--- src/design/frsn_pkg.sv ---
`default_nettype none
package frsn_pkg;

   localparam logic [31:0] SEED_MAGIC = 32'h7EB5_3567;
   localparam logic [31:0] K_SCALE    = 32'h3FF8_44BA;
   localparam logic [31:0] K_OFFSET   = 32'h3FB7_D380;
   localparam logic [31:0] K_ONE      = 32'h3F80_0000;
   localparam logic [31:0] QNAN       = 32'h7FC0_0000;
   localparam logic [31:0] SIGN_MASK  = 32'h8000_0000;
   localparam logic [30:0] INF_MAG    = 31'h7F80_0000;

   // Register stages inside each arithmetic unit.
   localparam int MUL_STAGES = 3;
   localparam int ADD_STAGES = 4;

   function automatic logic is_nan(input logic [31:0] a);
      return a[30:0] > INF_MAG;
   endfunction

   // Right shift that ORs every bit shifted out into the lowest bit.
   function automatic logic [30:0] jam_shift(input logic [30:0] v, input logic [10:0] n);
      logic [30:0] mask;
      logic [30:0] r;
      mask = '0;
      if (n == 11'd0) begin
         r = v;
      end else if (n >= 11'd31) begin
         r = {30'b0, |v};
      end else begin
         mask = (31'd1 << n) - 31'd1;
         r = (v >> n) | {30'b0, |(v & mask)};
      end
      return r;
   endfunction

   function automatic logic [4:0] lzc24(input logic [23:0] v);
      logic [4:0] lz;
      lz = '0;
      for (int i = 0; i < 24; i++) begin
         if (v[i]) lz = 5'(23 - i);
      end
      return lz;
   endfunction

   function automatic logic [4:0] lzc31(input logic [30:0] v);
      logic [4:0] lz;
      lz = '0;
      for (int i = 0; i < 31; i++) begin
         if (v[i]) lz = 5'(30 - i);
      end
      return lz;
   endfunction

   // Rounds a significand with its top bit at bit 30 to nearest-even and packs it.
   // The value is sig * 2^(e - 157).
   function automatic logic [31:0] round_norm(input logic sign, input logic signed [10:0] e,
                                              input logic [30:0] sig);
      logic signed [10:0] ee;
      logic [30:0] sg;
      logic [31:0] sum;
      logic [24:0] s;
      logic [31:0] r;
      ee = e;
      sg = sig;
      sum = '0;
      s = '0;
      if (ee >= 11'sd255) begin
         r = {sign, INF_MAG};
      end else begin
         if (ee < 11'sd1) begin
            sg = jam_shift(sg, 11'(11'sd1 - ee));
            ee = '0;
         end
         sum = {1'b0, sg} + 32'h40;
         s = sum[31:7];
         if (sg[6:0] == 7'h40) s[0] = 1'b0;
         if (ee == 11'sd0) begin
            r = {sign, 7'b0, s[23:0]};
         end else begin
            if (s[24]) begin
               s = s >> 1;
               ee = ee + 11'sd1;
            end
            if (ee >= 11'sd255) r = {sign, INF_MAG};
            else r = {sign, ee[7:0], s[22:0]};
         end
      end
      return r;
   endfunction

endpackage
`default_nettype wire

--- src/design/frsn_fadd.sv ---
`default_nettype none
module frsn_fadd (
   input  wire logic                             clock,
   input  wire logic [frsn_pkg::ADD_STAGES-1:0]  en,
   input  wire logic [31:0]                      a,
   input  wire logic [31:0]                      b,
   output logic [31:0]                           result
);

   logic              spec_in;
   logic [31:0]       sval_in;
   logic [31:0]       big, sml;
   logic [7:0]        ebig, esml;

   logic              s1_spec_ff, s2_spec_ff, s3_spec_ff;
   logic [31:0]       s1_sval_ff, s2_sval_ff, s3_sval_ff;
   logic              s1_sign_ff, s2_sign_ff, s3_sign_ff;
   logic              s1_sub_ff;
   logic [7:0]        s1_exp_ff, s1_diff_ff;
   logic [30:0]       s1_fa_ff, s1_fb_ff;
   logic signed [10:0] s2_exp_ff, s3_exp_ff;
   logic [30:0]       s2_sum_ff, s3_sig_ff;
   logic [31:0]       result_ff;

   logic [30:0]       fb_al;
   logic [31:0]       sum32;
   logic [30:0]       sum_in;
   logic signed [10:0] exp2_in;
   logic              spec2_in;
   logic [31:0]       sval2_in;
   logic [4:0]        lz;

   // Stage 1: special operands, order by magnitude, unpack.
   always_comb begin
      spec_in = 1'b1;
      sval_in = '0;
      if (frsn_pkg::is_nan(a) || frsn_pkg::is_nan(b)) begin
         sval_in = frsn_pkg::QNAN;
      end else if (a[30:0] == frsn_pkg::INF_MAG || b[30:0] == frsn_pkg::INF_MAG) begin
         if (a[30:0] == b[30:0] && a[31] != b[31]) sval_in = frsn_pkg::QNAN;
         else sval_in = (a[30:0] == frsn_pkg::INF_MAG) ? a : b;
      end else if (a[30:0] == 31'd0 && b[30:0] == 31'd0) begin
         sval_in = {a[31] & b[31], 31'd0};
      end else if (a[30:0] == 31'd0) begin
         sval_in = b;
      end else if (b[30:0] == 31'd0) begin
         sval_in = a;
      end else begin
         spec_in = 1'b0;
      end
      if (b[30:0] > a[30:0]) begin
         big = b;
         sml = a;
      end else begin
         big = a;
         sml = b;
      end
      ebig = (big[30:23] == 8'd0) ? 8'd1 : big[30:23];
      esml = (sml[30:23] == 8'd0) ? 8'd1 : sml[30:23];
   end

   always_ff @(posedge clock) begin
      if (en[0]) begin
         s1_spec_ff <= spec_in;
         s1_sval_ff <= sval_in;
         s1_sign_ff <= big[31];
         s1_sub_ff  <= big[31] ^ sml[31];
         s1_exp_ff  <= ebig;
         s1_diff_ff <= ebig - esml;
         s1_fa_ff   <= {big[30:23] != 8'd0, big[22:0], 7'b0};
         s1_fb_ff   <= {sml[30:23] != 8'd0, sml[22:0], 7'b0};
      end
   end

   // Stage 2: align the smaller operand, then add or subtract.
   always_comb begin
      fb_al = frsn_pkg::jam_shift(s1_fb_ff, {3'b0, s1_diff_ff});
      spec2_in = s1_spec_ff;
      sval2_in = s1_sval_ff;
      sum32 = '0;
      if (s1_sub_ff) begin
         sum_in = s1_fa_ff - fb_al;
         exp2_in = $signed({3'b0, s1_exp_ff});
         // Exact cancellation gives positive zero.
         if (!s1_spec_ff && sum_in == 31'd0) begin
            spec2_in = 1'b1;
            sval2_in = '0;
         end
      end else begin
         sum32 = {1'b0, s1_fa_ff} + {1'b0, fb_al};
         if (sum32[31]) begin
            sum_in = sum32[31:1] | {30'b0, sum32[0]};
            exp2_in = $signed({3'b0, s1_exp_ff}) + 11'sd1;
         end else begin
            sum_in = sum32[30:0];
            exp2_in = $signed({3'b0, s1_exp_ff});
         end
      end
   end

   always_ff @(posedge clock) begin
      if (en[1]) begin
         s2_spec_ff <= spec2_in;
         s2_sval_ff <= sval2_in;
         s2_sign_ff <= s1_sign_ff;
         s2_exp_ff  <= exp2_in;
         s2_sum_ff  <= sum_in;
      end
   end

   // Stage 3: leading-zero count and normalizing shift.
   assign lz = frsn_pkg::lzc31(s2_sum_ff);

   always_ff @(posedge clock) begin
      if (en[2]) begin
         s3_spec_ff <= s2_spec_ff;
         s3_sval_ff <= s2_sval_ff;
         s3_sign_ff <= s2_sign_ff;
         s3_exp_ff  <= s2_exp_ff - $signed({6'b0, lz});
         s3_sig_ff  <= s2_sum_ff << lz;
      end
   end

   // Stage 4: round and pack.
   always_ff @(posedge clock) begin
      if (en[3]) begin
         result_ff <= s3_spec_ff ? s3_sval_ff
                                 : frsn_pkg::round_norm(s3_sign_ff, s3_exp_ff, s3_sig_ff);
      end
   end

   assign result = result_ff;

endmodule
`default_nettype wire

--- config.mk ---
export PLATFORM = sky130hd
export DESIGN_NAME = frsn_fadd
export DESIGN_NICKNAME = d
export VERILOG_FILES = /design/src/design/frsn_pkg.sv /design/src/design/frsn_fadd.sv
export SDC_FILE = /design/constraint.sdc
export NUM_CORES = 1
export LEC_CHECK = 0
export BUFFER_PORTS_ARGS = -buffer_cell sky130_fd_sc_hd__buf_2
export CORE_MARGIN = 2
export CORE_UTILIZATION = 50
export CTS_CLUSTER_DIAMETER = 50
export DETAILED_ROUTE_END_ITERATION = 7
export HOLD_SLACK_MARGIN = 0.08
export PLACE_DENSITY_LB_ADDON = 0.3
export REMOVE_ABC_BUFFERS = 1
export SLEW_MARGIN = 30
export SYNTH_ARGS = -nofsm -noshare
export SYNTH_HDL_FRONTEND = slang
export SYNTH_SLANG_ARGS = --single-unit
--- constraint.sdc ---
create_clock -name clock -period 6.9 [get_ports clock]
set_clock_uncertainty 0.2 [all_clocks]
set_input_delay 0.345 -clock clock [delete_from_list [all_inputs] [get_ports clock]]
set_output_delay 0.345 -clock clock [all_outputs]
set_load 0.01 [all_outputs]
* Word-level counts from Yosys, hierarchy flattened
Index checks and enable logic that the tools add are counted.
** Word-level totals
- Flip-flop bits (word level) :: 281
- Input port bits :: 69
- Output and inout port bits :: 32
** Cells by class
- Add/sub/neg operators :: 10
- Order comparisons :: 8
- Eq/ne operators :: 5
- Shifts and indexed selects :: 5
- Multiplexer cells :: 70
- Bitwise gates (word level) :: 8
- Reductions and logical operators :: 22
** Operators with widths (count)
- $mux 31 :: 12
- $mux 32 :: 11
- $mux 5 :: 31
- $logic_not 31->1 :: 3
- $or 31x1->31 :: 3
- $reduce_or 31->1 :: 3
- $mux 11 :: 7
- $and 31x31->31 :: 2
- $eq 31x31->1 const B :: 2
- $gt 31x31->1 const B :: 2
- $sub 31x1->31 const B :: 2
- $add 31x31->32 :: 1
- $add 31x7->32 const B :: 1
- $mux 8 :: 4
- $eq 31x31->1 :: 1
- $gt 31x31->1 :: 1
- $shl 1x11->31 const A :: 1
- $shl 1x8->31 const A :: 1
- $shl 31x5->31 :: 1
- $shr 31x11->31 :: 1
- $shr 31x8->31 :: 1
- $sub 31x31->31 :: 1
- $logic_not 8->1 :: 3
- $reduce_or 24->1 :: 1
- 23 further kinds :: 32

* Longest topological paths before layout
- Depth in word-level cells :: 32
- Gate-level depth with buffers :: 28
- Depth with buffers taken out :: 25

* Least setup slack after synthesis
No wires, ideal clock.
- Kind :: reg2reg
- From :: register s1_diff_ff[0]
- To :: register s2_sum_ff[17] (data pin)
- Setup time :: 268 ps
- Arrival :: 5849 ps
- Required time :: 6432 ps
- Path slack :: 582 ps
- Cell stages (with the launch flop) :: 23
- Clock period less this slack :: 6318 ps
- Path through :: edfxtp_1 buf_6 buf_4 buf_4 mux4_2 mux2_2 a22oi_1 o22ai_1 nor2b_1 fa_1 a21o_1 a21oi_1 nor2_1 o41a_1 a311o_1 o31a_1 a41oi_1 a211oi_1 o31a_1 a31oi_1 clkbuf_1 mux2i_1 mux2i_1
** On the way
- Longest elaborated chain between the ends :: 11
** RTL lines
- start: declaration :: line frsn_fadd.sv:19 : logic [7:0] s1_exp_ff, s1_diff_ff;
- start signal: assignment :: line frsn_fadd.sv:69 : s1_diff_ff <= ebig - esml;
- $shl 1x8->31 :: line frsn_pkg.sv:30 : mask = (31'd1 << n) - 31'd1;
- $sub 31x1->31 :: line frsn_pkg.sv:30
- $and 31x31->31 :: line frsn_pkg.sv:31 : r = (v >> n) | {30'b0, |(v & mask)};
- $reduce_or 31->1 :: line frsn_pkg.sv:31
- $or 31x1->31 :: line frsn_pkg.sv:31
- $mux 31 :: line frsn_pkg.sv:27 : end else if (n >= 11'd31) begin
- $mux 31 * :: line frsn_pkg.sv:25 : if (n == 11'd0) begin
- $add 31x31->32 :: line frsn_fadd.sv:90 : sum32 = {1'b0, s1_fa_ff} + {1'b0, fb_al};
- $or 31x1->31 :: line frsn_fadd.sv:92 : sum_in = sum32[31:1] | {30'b0, sum32[0]};
- $mux 31 :: line frsn_fadd.sv:91 : if (sum32[31]) begin
- $mux 31 * :: line frsn_fadd.sv:81 : if (s1_sub_ff) begin
- via sum_in[17] :: line frsn_fadd.sv:27 : logic [30:0] sum_in;
- end signal: assignment :: line frsn_fadd.sv:107 : s2_sum_ff <= sum_in;
- end: declaration :: line frsn_fadd.sv:22 : logic [30:0] s2_sum_ff, s3_sig_ff;
The timed path passes the listed nets; every way through them passes the cells marked *.
A chain may end at the register's enable or synchronous reset.

* Worst setup path after layout
- From :: register s1_diff_ff[0]
- To :: register s2_sum_ff[30] (data pin)
Same word-level chain as after synthesis.

==> qor.yml <==
status: "completed"
ys_warn_count: 0
cts_max_path_buffers: 3
crit_buf_inv: 1
root_buffer: "clkbuf_16"
peakVddDrop_v: 0.0002230
dp_hpwl_um: 64190
fillerInstances: 4126
hold_viol_final: 0
cell_type_with_the_highest_aggregate_area_in_the_netlist: "edfxtp_1"
globalRouteTotalUtil_pct: 33.22
via_count_of_the_routed_design: 22830
antenna_violations_before_repair: 0
drv_slew: 0
cap_violations: 0
insertion_delay_ns: 0.58
worstSetupEndpointType: "flop"
ports: 101
synth_most_common_cell: "edfxtp_1"
syn-mean-instance-area_um2: 8.966
area_growth_syn_to_layout_pct: 14.48
cts.sink_count: 280
final.period_utilization_pct: 94.58
worst_path_dominant_cell_family: "compound AO/OA/AOI/OAI gates"
grt_max_degree: 76
grt_pass1_wl_um: 129200
synth.ff_latch_count: 280
holdCritPathClass: "input port to flop"
yosysUniqueCellTypes: 112
rsz0062_at_grt: "no"
htree_levels: 1
synthesis.instances: 2676
clock_tree_from_tritoncts: "built"
floorplan.initialDensity_pct: 50.46
port-buffer-count: 100
async_flop_share_pct: 0
count_of_routing_violations_after_the_opening_detailed_route_iteration: 2802
cellLeakagePower_nw: 10.74
sequential_to_total_area_share_from_yosys_stat_pct: 35.04
die_height_um: 223.1
synthTopCellsByCount: "edfxtp_1 (280), nand2_1 (276), nor2_1 (228)"
vias_per_cell: 6.549
netlist_area_um2: 23990
timing.setup.critical_path_class: "flop to flop"
slowest_delay_ns: 0.53
path_clk_slew_ns: 0.06
grt_overflow: 0
placed_cells: 3330
core_um2: 47550
clock.fmax_mhz: 153.2
die_w_um: 223.1
synth_top_area_share_pct: 35.04
final_count_of_negative_setup_slack_endpoints: 0
synth_enable_flop_cells: 280
drt_first_pass_iters: 8
remaining_drc_errors: 0
timing.max_slew.rel_slack_pct: 34.38
design.final.nets: 3019
rows: 80
whs_ns: 0.09362
diodes: 0
worst_slew_pin_slew_ns: 0.9772
p_per_area_nw_per_um2: 261.4
detail_route.wl_per_cell_um: 24.15
worst_path_max_delay_cell: "edfxtp_1"
postLayoutCoreUtil_pct: 57.77
fin_crit_ns: 6.526
final_cell_count_no_fill: 3486
gp_congestion: 1.055
worst-endpoint-arrival_ns: 6.62
worst-endpoint-required_ns: 6.99
ys_top_cells_by_area: "edfxtp_1 (35%), ha_1 (5.3%), mux2i_1 (4.9%)"
r2r_setup_slack_ns: 0.37
route.antenna.remaining_nets: 0
critical_path_peak_fanout: 22
drive_gt1_share_pct: 15.26
cts_inserted_buffers: 31
path_cells: "buf_12 -> mux2i_1 -> mux2i_1 -> and2_1 -> a31o_2 -> and2_1 -> and3_1 -> o21a_1 -> ha_1 -> fa_1 -> a21o_1 -> a21oi_1 -> nor2_1 -> o41a_1 -> a311o_1 -> o31a_1 -> a41oi_1 -> a211oi_1 -> o31a_1 -> a31o_2 -> nor2_1 -> and3_1 -> a211oi_1"
kind_of_start_point_of_the_critical_path: "flop"
routed_wirelength_um: 84190
first_global_vias: 21710
area_enclosed_by_the_die_boundary_um2: 49750
synth_top_flop_cell: "edfxtp_1"
-- worst paths after layout --
path                                     from            end  cells past startpoint
worst max register to register  s1_diff_ff[0]  s2_sum_ff[30]                     23
worst min register to register  s2_sval_ff[6]  s3_sval_ff[6]                      0
worst min-delay path                    en[2]   s3_exp_ff[4]                      1
worst max-delay path            s1_diff_ff[0]  s2_sum_ff[30]                     23
-- repair_timing --
action	4_1_cts	5_1_grt
buffers inserted	0	3
endpoints found under the setup margin	0	38
gates resized for setup	0	2
hold buffers	94	0
hold endpoints to repair	135	0
-- placed cells by master (no fill, tap or decap), drive strengths merged, types with 46 or more instances in the layout --
| cell | instances |
|---|---|
| mux2i | 117 |
| dlygate4sd3 | 94 |
| nor2 | 228 |
| ha | 101 |
| a21oi | 158 |
| xnor2 | 70 |
| nor4 | 56 |
| edfxtp | 280 |
| a22oi | 46 |
| nand2 | 276 |
| mux2 | 64 |
| o21ai | 151 |
| buf | 211 |
| nor3 | 83 |
| nand3 | 59 |
| inv | 136 |
| and2 | 54 |
-- logic make-up after synthesis --
kind of cell | count (synthesis) | synth area share [%]
multiplexers | 202 | 9.856
flip-flops | 280 | 35.04
AND/OR/NAND/NOR | 963 | 20.12
buffers and inverters | 300 | 5.084
adder cells (fa/ha/maj) | 105 | 5.559
XOR/XNOR | 94 | 3.463
AO/OA/AOI/OAI | 732 | 20.87
-- per-stage QoR --
step                      cell area (um2)  power, mW  setup TNS (ns)  worst slack (ns)
final                               27470      7.181               0            0.3737
after global routing                27470      7.510               0           0.03687
after CTS                           27400      7.096               0            0.2879
after detailed placement            25430      5.424               0            0.3007
after global placement              25430      5.413               0            0.4271
after floorplan                     23270      4.291          -59.49            -1.697
-- metal layers --
metal  vias up  part of all wire [%]  track usage (%)
met3       298                   7.4            3.806
met5         -                     0                0
met2      1242                    46            54.33
li1      10420                     -                -
met1     10870                    41            43.32
met4         0                   6.4            17.86
-- power breakdown --
part           switching (mW)  internal, mW
clock network           0.701         0.919
logic                    1.91          1.18
registers               0.328          2.14
total                    2.94          4.24
-- cell type report --
type	count	area, um2	area share, %
inverter	132	495.5	1.804
clock buffer	33	783.3	2.852
multi-input combinational	2096	14430	52.53
tap	615	769.5	2.802
timing repair buffer	305	2341	8.523
clock inverter	25	241.5	0.8792
sequential	280	8408	30.61
-- registers in the layout, indices dropped and copies added, names as in the netlist, 8 cells and up --
name and cells:
s3_exp_ff 10, s2_sum_ff 31, s1_exp_ff 8, s1_fb_ff 24, s1_fa_ff 24, s2_exp_ff 9, s1_sval_ff 32, result 32
s1_diff_ff 8, s2_sval_ff 32, s3_sig_ff 31, s3_sval_ff 32
-- worst register-to-register path, stage by stage, from the launching register on --
cell      delay, ns
edfxtp_1       0.53
buf_12         0.22
mux2i_1        0.28
mux2i_1        0.16
and2_1         0.18
a31o_2         0.20
and2_1         0.18
and3_1         0.18
o21a_1         0.20
ha_1           0.22
fa_1           0.42
a21o_1         0.18
a21oi_1        0.18
nor2_1         0.08
o41a_1         0.35
a311o_1        0.40
o31a_1         0.27
a41oi_1        0.28
a211oi_1       0.16
o31a_1         0.40
a31o_2         0.40
nor2_1         0.30
and3_1         0.21
a211oi_1       0.05
(Power assumes the default switching activity.)
