$ cat src/design/frsn_pkg.sv
`default_nettype none
package frsn_pkg;

   localparam logic [31:0] SEED_MAGIC = 32'h7EB5_3567;
   localparam logic [31:0] K_SCALE    = 32'h3FF8_44BA;
   localparam logic [31:0] K_OFFSET   = 32'h3FB7_D380;
   localparam logic [31:0] K_ONE      = 32'h3F80_0000;
   localparam logic [31:0] QNAN       = 32'h7FC0_0000;
   localparam logic [31:0] SIGN_MASK  = 32'h8000_0000;
   localparam logic [30:0] INF_MAG    = 31'h7F80_0000;

   // Register stages inside each arithmetic unit.
   localparam int MUL_STAGES = 3;
   localparam int ADD_STAGES = 4;

   function automatic logic is_nan(input logic [31:0] a);
      return a[30:0] > INF_MAG;
   endfunction

   // Right shift that ORs every bit shifted out into the lowest bit.
   function automatic logic [30:0] jam_shift(input logic [30:0] v, input logic [10:0] n);
      logic [30:0] mask;
      logic [30:0] r;
      mask = '0;
      if (n == 11'd0) begin
         r = v;
      end else if (n >= 11'd31) begin
         r = {30'b0, |v};
      end else begin
         mask = (31'd1 << n) - 31'd1;
         r = (v >> n) | {30'b0, |(v & mask)};
      end
      return r;
   endfunction

   function automatic logic [4:0] lzc24(input logic [23:0] v);
      logic [4:0] lz;
      lz = '0;
      for (int i = 0; i < 24; i++) begin
         if (v[i]) lz = 5'(23 - i);
      end
      return lz;
   endfunction

   function automatic logic [4:0] lzc31(input logic [30:0] v);
      logic [4:0] lz;
      lz = '0;
      for (int i = 0; i < 31; i++) begin
         if (v[i]) lz = 5'(30 - i);
      end
      return lz;
   endfunction

   // Rounds a significand with its top bit at bit 30 to nearest-even and packs it.
   // The value is sig * 2^(e - 157).
   function automatic logic [31:0] round_norm(input logic sign, input logic signed [10:0] e,
                                              input logic [30:0] sig);
      logic signed [10:0] ee;
      logic [30:0] sg;
      logic [31:0] sum;
      logic [24:0] s;
      logic [31:0] r;
      ee = e;
      sg = sig;
      sum = '0;
      s = '0;
      if (ee >= 11'sd255) begin
         r = {sign, INF_MAG};
      end else begin
         if (ee < 11'sd1) begin
            sg = jam_shift(sg, 11'(11'sd1 - ee));
            ee = '0;
         end
         sum = {1'b0, sg} + 32'h40;
         s = sum[31:7];
         if (sg[6:0] == 7'h40) s[0] = 1'b0;
         if (ee == 11'sd0) begin
            r = {sign, 7'b0, s[23:0]};
         end else begin
            if (s[24]) begin
               s = s >> 1;
               ee = ee + 11'sd1;
            end
            if (ee >= 11'sd255) r = {sign, INF_MAG};
            else r = {sign, ee[7:0], s[22:0]};
         end
      end
      return r;
   endfunction

endpackage
`default_nettype wire

$ cat src/design/frsn_fmul.sv
`default_nettype none
module frsn_fmul (
   input  wire logic                             clock,
   input  wire logic [frsn_pkg::MUL_STAGES-1:0]  en,
   input  wire logic [31:0]                      a,
   input  wire logic [31:0]                      b,
   output logic [31:0]                           result
);

   // Stage 1: special operands and unpacking, subnormals normalized.
   logic              spec_in;
   logic [31:0]       sval_in;
   logic              sign_in;
   logic [4:0]        lza, lzb;
   logic [23:0]       mana_in, manb_in;
   logic signed [10:0] ea, eb, esum_in;

   logic              s1_spec_ff, s2_spec_ff;
   logic [31:0]       s1_sval_ff, s2_sval_ff;
   logic              s1_sign_ff, s2_sign_ff;
   logic signed [10:0] s1_esum_ff, s2_esum_ff;
   logic [23:0]       s1_mana_ff, s1_manb_ff;
   logic [47:0]       s2_prod_ff;
   logic [31:0]       result_ff;

   logic [30:0]       sig;
   logic signed [10:0] e3;
   logic [31:0]       result_in;

   always_comb begin
      sign_in = a[31] ^ b[31];
      spec_in = 1'b1;
      sval_in = '0;
      if (frsn_pkg::is_nan(a) || frsn_pkg::is_nan(b)) begin
         sval_in = frsn_pkg::QNAN;
      end else if (a[30:0] == frsn_pkg::INF_MAG || b[30:0] == frsn_pkg::INF_MAG) begin
         if (a[30:0] == 31'd0 || b[30:0] == 31'd0) sval_in = frsn_pkg::QNAN;
         else sval_in = {sign_in, frsn_pkg::INF_MAG};
      end else if (a[30:0] == 31'd0 || b[30:0] == 31'd0) begin
         sval_in = {sign_in, 31'd0};
      end else begin
         spec_in = 1'b0;
      end

      lza = frsn_pkg::lzc24({1'b0, a[22:0]});
      lzb = frsn_pkg::lzc24({1'b0, b[22:0]});
      if (a[30:23] == 8'd0) begin
         mana_in = {1'b0, a[22:0]} << lza;
         ea = 11'sd1 - $signed({6'b0, lza});
      end else begin
         mana_in = {1'b1, a[22:0]};
         ea = $signed({3'b0, a[30:23]});
      end
      if (b[30:23] == 8'd0) begin
         manb_in = {1'b0, b[22:0]} << lzb;
         eb = 11'sd1 - $signed({6'b0, lzb});
      end else begin
         manb_in = {1'b1, b[22:0]};
         eb = $signed({3'b0, b[30:23]});
      end
      esum_in = ea + eb;
   end

   always_ff @(posedge clock) begin
      if (en[0]) begin
         s1_spec_ff <= spec_in;
         s1_sval_ff <= sval_in;
         s1_sign_ff <= sign_in;
         s1_esum_ff <= esum_in;
         s1_mana_ff <= mana_in;
         s1_manb_ff <= manb_in;
      end
   end

   // Stage 2: significand product.
   always_ff @(posedge clock) begin
      if (en[1]) begin
         s2_spec_ff <= s1_spec_ff;
         s2_sval_ff <= s1_sval_ff;
         s2_sign_ff <= s1_sign_ff;
         s2_esum_ff <= s1_esum_ff;
         s2_prod_ff <= 48'(s1_mana_ff) * 48'(s1_manb_ff);
      end
   end

   // Stage 3: the product of normalized significands is never below 2^46.
   always_comb begin
      if (s2_prod_ff[47]) begin
         sig = s2_prod_ff[47:17] | {30'b0, |s2_prod_ff[16:0]};
         e3 = s2_esum_ff - 11'sd126;
      end else begin
         sig = s2_prod_ff[46:16] | {30'b0, |s2_prod_ff[15:0]};
         e3 = s2_esum_ff - 11'sd127;
      end
      result_in = s2_spec_ff ? s2_sval_ff : frsn_pkg::round_norm(s2_sign_ff, e3, sig);
   end

   always_ff @(posedge clock) begin
      if (en[2]) result_ff <= result_in;
   end

   assign result = result_ff;

endmodule
`default_nettype wire

$ cat config.mk
export PLATFORM = sky130hd
export DESIGN_NAME = frsn_fmul
export DESIGN_NICKNAME = d
export VERILOG_FILES = /design/src/design/frsn_pkg.sv /design/src/design/frsn_fmul.sv
export SDC_FILE = /design/constraint.sdc
export NUM_CORES = 2
export LEC_CHECK = 0
export BUFFER_PORTS_ARGS = -buffer_cell sky130_fd_sc_hd__buf_2
export CORE_UTILIZATION = 50
export DETAILED_ROUTE_END_ITERATION = 12
export PLACE_DENSITY = 0.66
export SLEW_MARGIN = 20
export SYNTH_ARGS = -nofsm -noshare
export SYNTH_HDL_FRONTEND = slang
export SYNTH_SLANG_ARGS = --single-unit
$ cat constraint.sdc
create_clock -name clock -period 20.9 [get_ports clock]
set_input_delay 1.045 -clock clock [delete_from_list [all_inputs] [get_ports clock]]
set_output_delay 1.045 -clock clock [all_outputs]
set_load 0.03 [all_outputs]
After elaboration in Yosys (flattened, before gate mapping)
Cells that the tools add are included.
Cells by class
  add/subtract/negate cells: 9
  magnitude comparators: 6
  reduce and logical (&&, ||, !) cells: 14
  bitwise logic cells: 5
  shifts and indexed selects: 4
  multiplexer cells: 71
  equal/unequal tests: 3
  multiply operators: 1
Operator list (count)
  2-to-1 mux 31 bit: 8
  2-to-1 mux 5 bit: 46
  2-to-1 mux 32 bit: 4
  bitwise OR 31 x 1 -> 31 bit: 3
  2-to-1 mux 11 bit: 8
  2-to-1 mux 23 bit: 3
  equality test 31 bit, second input constant: 2
  greater-than comparator 31 bit, second input constant: 2
  logical NOT 31 bit: 2
  OR reduction 31 bit: 2
  multiplier 24 x 24 -> 48 bit: 1
  left shift 23 x 5 -> 24 bit: 2
  adder 31 x 7 -> 32 bit, second input constant: 1
  bitwise AND 31 bit: 1
  left shift 1 x 11 -> 31 bit, first input constant: 1
  >> shifter 31 x 11 -> 31 bit: 1
  subtractor 31 x 1 -> 31 bit, second input constant: 1
  >= comparator 11 x 9 -> 1 bit, second input constant: 2
  logical NOT 11 bit: 2
  subtractor 11 x 8 -> 11 bit, second input constant: 2
  OR reduction 17 bit: 1
  logical NOT 8 bit: 2
  OR reduction 16 bit: 1
  subtractor 1 x 5 -> 6 bit, first input constant: 2
  other kinds (10): 13
Word-level totals
  flip-flop bits (word level): 218
  logic and storage cells: 127

Longest topological paths before layout
  word-level depth: 26
  depth in mapped cells: 29
  depth with buffers taken out: 28

Worst setup path after synthesis
Ideal clock, no wire load.
  path kind: reg2reg
  start point: register s1_manb_ff[3]
  end point: register s2_prod_ff[47], data pin
  path slack: 13783 ps
  cell stages (with the launch flop): 29
  required time: 20639 ps
  data arrival time: 6855 ps
  period minus slack after synthesis: 7117 ps
  library setup time: 261 ps
  path through: edfxtp_1 clkbuf_1 nand2_1 fa_1 inv_1 fa_1 fa_1 inv_1 fa_1 inv_1 fa_1 inv_1 fa_1 inv_1 fa_1 ha_1 or3_1 a211oi_1 o21ai_0 nand3_1 a31oi_1 a222oi_1 a211oi_1 nor2_1 a21oi_1 nand3_1 and2_1 o21ai_0 xnor2_1
On the way
  cells in the longest elaborated chain, start to end: 1
RTL lines
  start: declaration: line frsn_fmul.sv:22  | logic [23:0] s1_mana_ff, s1_manb_ff;
  start signal: assignment: line frsn_fmul.sv:71  | s1_manb_ff <= manb_in;
  multiplier 24 x 24 -> 48 bit: line frsn_fmul.sv:82  | s2_prod_ff <= 48'(s1_mana_ff) * 48'(s1_manb_ff);
  end signal: assignment: line frsn_fmul.sv:82
  end: declaration: line frsn_fmul.sv:23  | logic [47:0] s2_prod_ff;
No other way between the ends.
A chain may end at the register's enable or synchronous reset.

Worst setup path in the final report
  start point: register s1_mana_ff[9]
  end point: register s2_prod_ff[47], data pin
On the way
  cells in the longest elaborated chain, start to end: 1
RTL lines
  start: declaration: line frsn_fmul.sv:22
  start signal: assignment: line frsn_fmul.sv:70  | s1_mana_ff <= mana_in;
  multiplier 24 x 24 -> 48 bit: line frsn_fmul.sv:82
No other way between the ends.

==> summary.log <==
[timing] Highest Clock Rate 123 MHz
[final_layout] number of diodes added for antenna fixing 0
[final_layout] layout net count 4277
[synth] cell types with the highest counts after synthesis 556 x sky130_fd_sc_hd__nand2_1, 530 x sky130_fd_sc_hd__inv_1, 483 x sky130_fd_sc_hd__fa_1
[clock_network] clock-pin slew on the worst setup and hold paths 0.08 ns
[synth] distinct cell type count of the synthesized netlist 107
[clock_network] later-pin clock latency in the skew report 0.49 ns
[clock_network] hold bufs inserted after CTS 0
[route] DRC violation count after routing 0
[clock_network] TritonCTS Buffers 17
[synth] Ys Warns 0
[synth] number of enable flip-flop cells after synthesis 160
[grt] wire length of the first global-routing pass 146 mm
[placement] DP HPWL 71.5 mm
[timing] crit path time final 8.11 ns
[synth] post-synthesis instance area 31900 um^2
[floorplanning] number of core rows 92
[clock_network] post-CTS setup-driven buffer insertion count 0
[synth] synth top area cells sky130_fd_sc_hd__fa_1 30%, sky130_fd_sc_hd__edfxtp_1 15%, sky130_fd_sc_hd__ha_1 7.6%
[synth] prevailing post-synth register cell sky130_fd_sc_hd__edfxtp_1
[worst_hold_path] hold path startpoint s1_esum_ff[4]$_DFFE_PP_
[synth] synthesized area divided by synthesized cell count 8.99 um^2
[placement] count of input and output buffers 99
[floorplanning] total I/O pin count 100
[floorplanning] Placeable Area 63100 um^2
[route] mean routed wirelength per cell 20.9 um
[worst_setup_path] endpoint type of the worst setup path flip-flop
[synth] proportion of synthesized chip area in sequential cells 15.1%
[timing] slew of the pin with the lowest slew margin 1.19 ns
[worst_setup_path] data required time of the worst path 21.14 ns
[synth] most common cell in the synthesized netlist sky130_fd_sc_hd__nand2_1
[grt] number of global-route vias before repair 25900
[route] via total after detailed routing 25800
[final_layout] area added between synthesis and finish 5.72%
[grt] remaining global-route overflow 0
[route] total routed wirelength 91.9 mm
[worst_setup_path] launching instance or port of the critical path s1_mana_ff[9]$_DFFE_PP_
[clock_network] number of H-tree levels 4
[timing] accumulated negative setup slack 0 ns
[clock_network] clock tree from TritonCTS yes
[synth] fraction of registers with async set or reset after synthesis 0%
[worst_setup_path] data arrival time of the critical path 8.35 ns
[timing] Worst Clk Skew 0.0118 ns
[grt] GR Util All Layers 29.5%
[placement] DP Worst Slack 12.82 ns
[synth] total nets after synthesis 4294
[timing] count of final hold-check violations 0
[route] detail-routed via count per cell 5.87
[worst_hold_path] worst min-delay path category reg -> reg
[floorplanning] die area 64800 um^2
[grt] antenna violations before repair 1
[timing] Max Slew Vio Count 0
[synth] count of mapped cells out of synthesis 3549
[final_layout] fraction of layout cells with a size suffix above 1 8.27%
[worst_hold_path] Hold Path Cell Cnt 0
[clock_network] buffer levels on the longest clock path 2
[floorplanning] Die X 255 um
[flow_run] Maximum Capacitance Violations 0
[worst_setup_path] type of the setup path with the least slack reg -> reg
[timing] setup slack after layout 12.79 ns
[timing] portion of the clock cycle consumed by the worst path in the final layout 38.8%
[grt] maximum number of pins on one net before global-route repair 65
[route] number of routed nets with antenna violations 0
[clock_network] clk sinks 160
[floorplanning] Die Span Y 255 um
[clock_network] number of instances resized during post-cts repair 0
[clock_network] clk root buf sky130_fd_sc_hd__clkbuf_16
[timing] slew margin rel. 20.4%
[status] result of the run complete, no violations
[synth] portion of synthesized cell area occupied by the leading cell type 30.3%
[worst_setup_path] largest fanout on the critical path 24
[worst_setup_path] kind of start point of the critical path flip-flop
[floorplanning] initial cell density of the core 50.6%
[timing] Setup violations, final 0
[route] number of optimization iterations in the first detailed-route pass 7
[placement] Final Wtd Congestion 1.00
[worst_setup_path] R2R depth 27
[route] iteration-0 DRC count of the detailed router 2083
[synth] library cell with the largest summed area after synthesis sky130_fd_sc_hd__fa_1
[timing] unrepaired setup endpoints after global routing no
[worst_setup_path] reg-to-reg startpoint s1_mana_ff[9]$_DFFE_PP_
[synth] Seq cells post-synth 160
==> logic make-up after synthesis <==
family	count (synthesis)	share of synthesized area, %
flops	160	15.1
compound gates	543	11.6
xor+xnor	100	3.01
simple gates	1185	17.7
buf+inv	717	8.60
fa+ha+maj	677	37.9
mux	167	6.11
==> area by class of cell <==
cell class / count / area [um^2]
fill: 5911 / 29400
multi-input combinational: 2672 / 24400
sequential: 160 / 4800
inverter: 534 / 2000
tap: 846 / 1060
timing repair buffer: 147 / 856
clock buffer: 17 / 425
clock inverter: 15 / 211
==> critical path: stages, from the launching register on <==
cell	delay (ns)
sky130_fd_sc_hd__edfxtp_1	1.14
sky130_fd_sc_hd__nand2_1	0.19
sky130_fd_sc_hd__fa_1	0.56
sky130_fd_sc_hd__inv_1	0.07
sky130_fd_sc_hd__fa_1	0.53
sky130_fd_sc_hd__inv_1	0.05
sky130_fd_sc_hd__fa_1	0.48
sky130_fd_sc_hd__fa_1	0.54
sky130_fd_sc_hd__inv_1	0.05
sky130_fd_sc_hd__fa_1	0.47
sky130_fd_sc_hd__inv_1	0.05
sky130_fd_sc_hd__fa_1	0.47
sky130_fd_sc_hd__inv_1	0.05
sky130_fd_sc_hd__fa_1	0.43
sky130_fd_sc_hd__ha_1	0.23
sky130_fd_sc_hd__or3_1	0.31
sky130_fd_sc_hd__a211oi_1	0.31
sky130_fd_sc_hd__o21ai_0	0.19
sky130_fd_sc_hd__nand3_1	0.12
sky130_fd_sc_hd__a31oi_1	0.10
sky130_fd_sc_hd__a222oi_1	0.55
sky130_fd_sc_hd__a211oi_1	0.17
sky130_fd_sc_hd__nor2_1	0.12
sky130_fd_sc_hd__a21oi_1	0.13
sky130_fd_sc_hd__nand3_1	0.11
sky130_fd_sc_hd__and2_1	0.17
sky130_fd_sc_hd__o21ai_0	0.12
sky130_fd_sc_hd__xnor2_1	0.15
==> metal layers <==
layer  share of wire (%)  track usage [%]
met5                   0                0
met4                 4.4             13.2
met2                  46             46.8
met1                  42             39.4
met3                 7.9             5.49
==> sequential cells by signal, indices dropped and copies added, names as in the netlist <==
| name | cells |
|---|---|
| result | 32 |
| s2_esum_ff | 11 |
| s2_spec_ff | 1 |
| s1_mana_ff | 24 |
| s1_manb_ff | 24 |
| s1_sign_ff | 1 |
| s1_esum_ff | 11 |
| s2_prod_ff | 48 |
| s2_sign_ff | 1 |
| s1_spec_ff | 1 |
| s2_sval_ff | 3 |
| s1_sval_ff | 3 |
==> cells in the final DEF, fill, tap and decap left out, types with 18 or more instances in the layout <==
master,n
sky130_fd_sc_hd__xnor2_1,67
sky130_fd_sc_hd__buf_4,48
sky130_fd_sc_hd__mux2_2,37
sky130_fd_sc_hd__inv_1,530
sky130_fd_sc_hd__nand4_1,35
sky130_fd_sc_hd__and2_1,222
sky130_fd_sc_hd__nor3_1,43
sky130_fd_sc_hd__nor4_1,25
sky130_fd_sc_hd__a31oi_1,24
sky130_fd_sc_hd__xor2_1,25
sky130_fd_sc_hd__nand3_1,48
sky130_fd_sc_hd__o211ai_1,24
sky130_fd_sc_hd__nand2b_1,28
sky130_fd_sc_hd__mux2i_1,111
sky130_fd_sc_hd__o21ai_0,115
sky130_fd_sc_hd__a21oi_1,117
sky130_fd_sc_hd__a21o_1,32
sky130_fd_sc_hd__buf_2,99
sky130_fd_sc_hd__nor2_1,147
sky130_fd_sc_hd__o21bai_1,18
sky130_fd_sc_hd__ha_1,194
sky130_fd_sc_hd__nand2_1,556
sky130_fd_sc_hd__fa_1,483
sky130_fd_sc_hd__edfxtp_1,160
==> worst paths after layout <==
check | end | slack, ns
hold reg to reg | s2_esum_ff[4]$_DFFE_PP_ | 0.41
setup reg to reg | s2_prod_ff[47]$_DFFE_PP_ | 12.79
setup / recovery | s2_prod_ff[47]$_DFFE_PP_ | 12.79
hold / removal | s2_esum_ff[4]$_DFFE_PP_ | 0.41
==> per-stage QoR <==
step	instances	hold slack, ns	cell area [um^2]	utilization (%)
2_1_floorplan	3549	0.400	31900	-
3_3_place_gp	4359	0.402	33100	52.4
3_5_place_dp	4359	0.405	33100	52.4
4_1_cts	4391	0.419	33700	53.5
5_1_grt	4391	0.422	33700	53.5
6_report	4391	0.412	33700	53.5
Power is left out: the tool's default activity adds up to more than one toggle a clock period on the data nets, which glitch-free logic cannot reach.
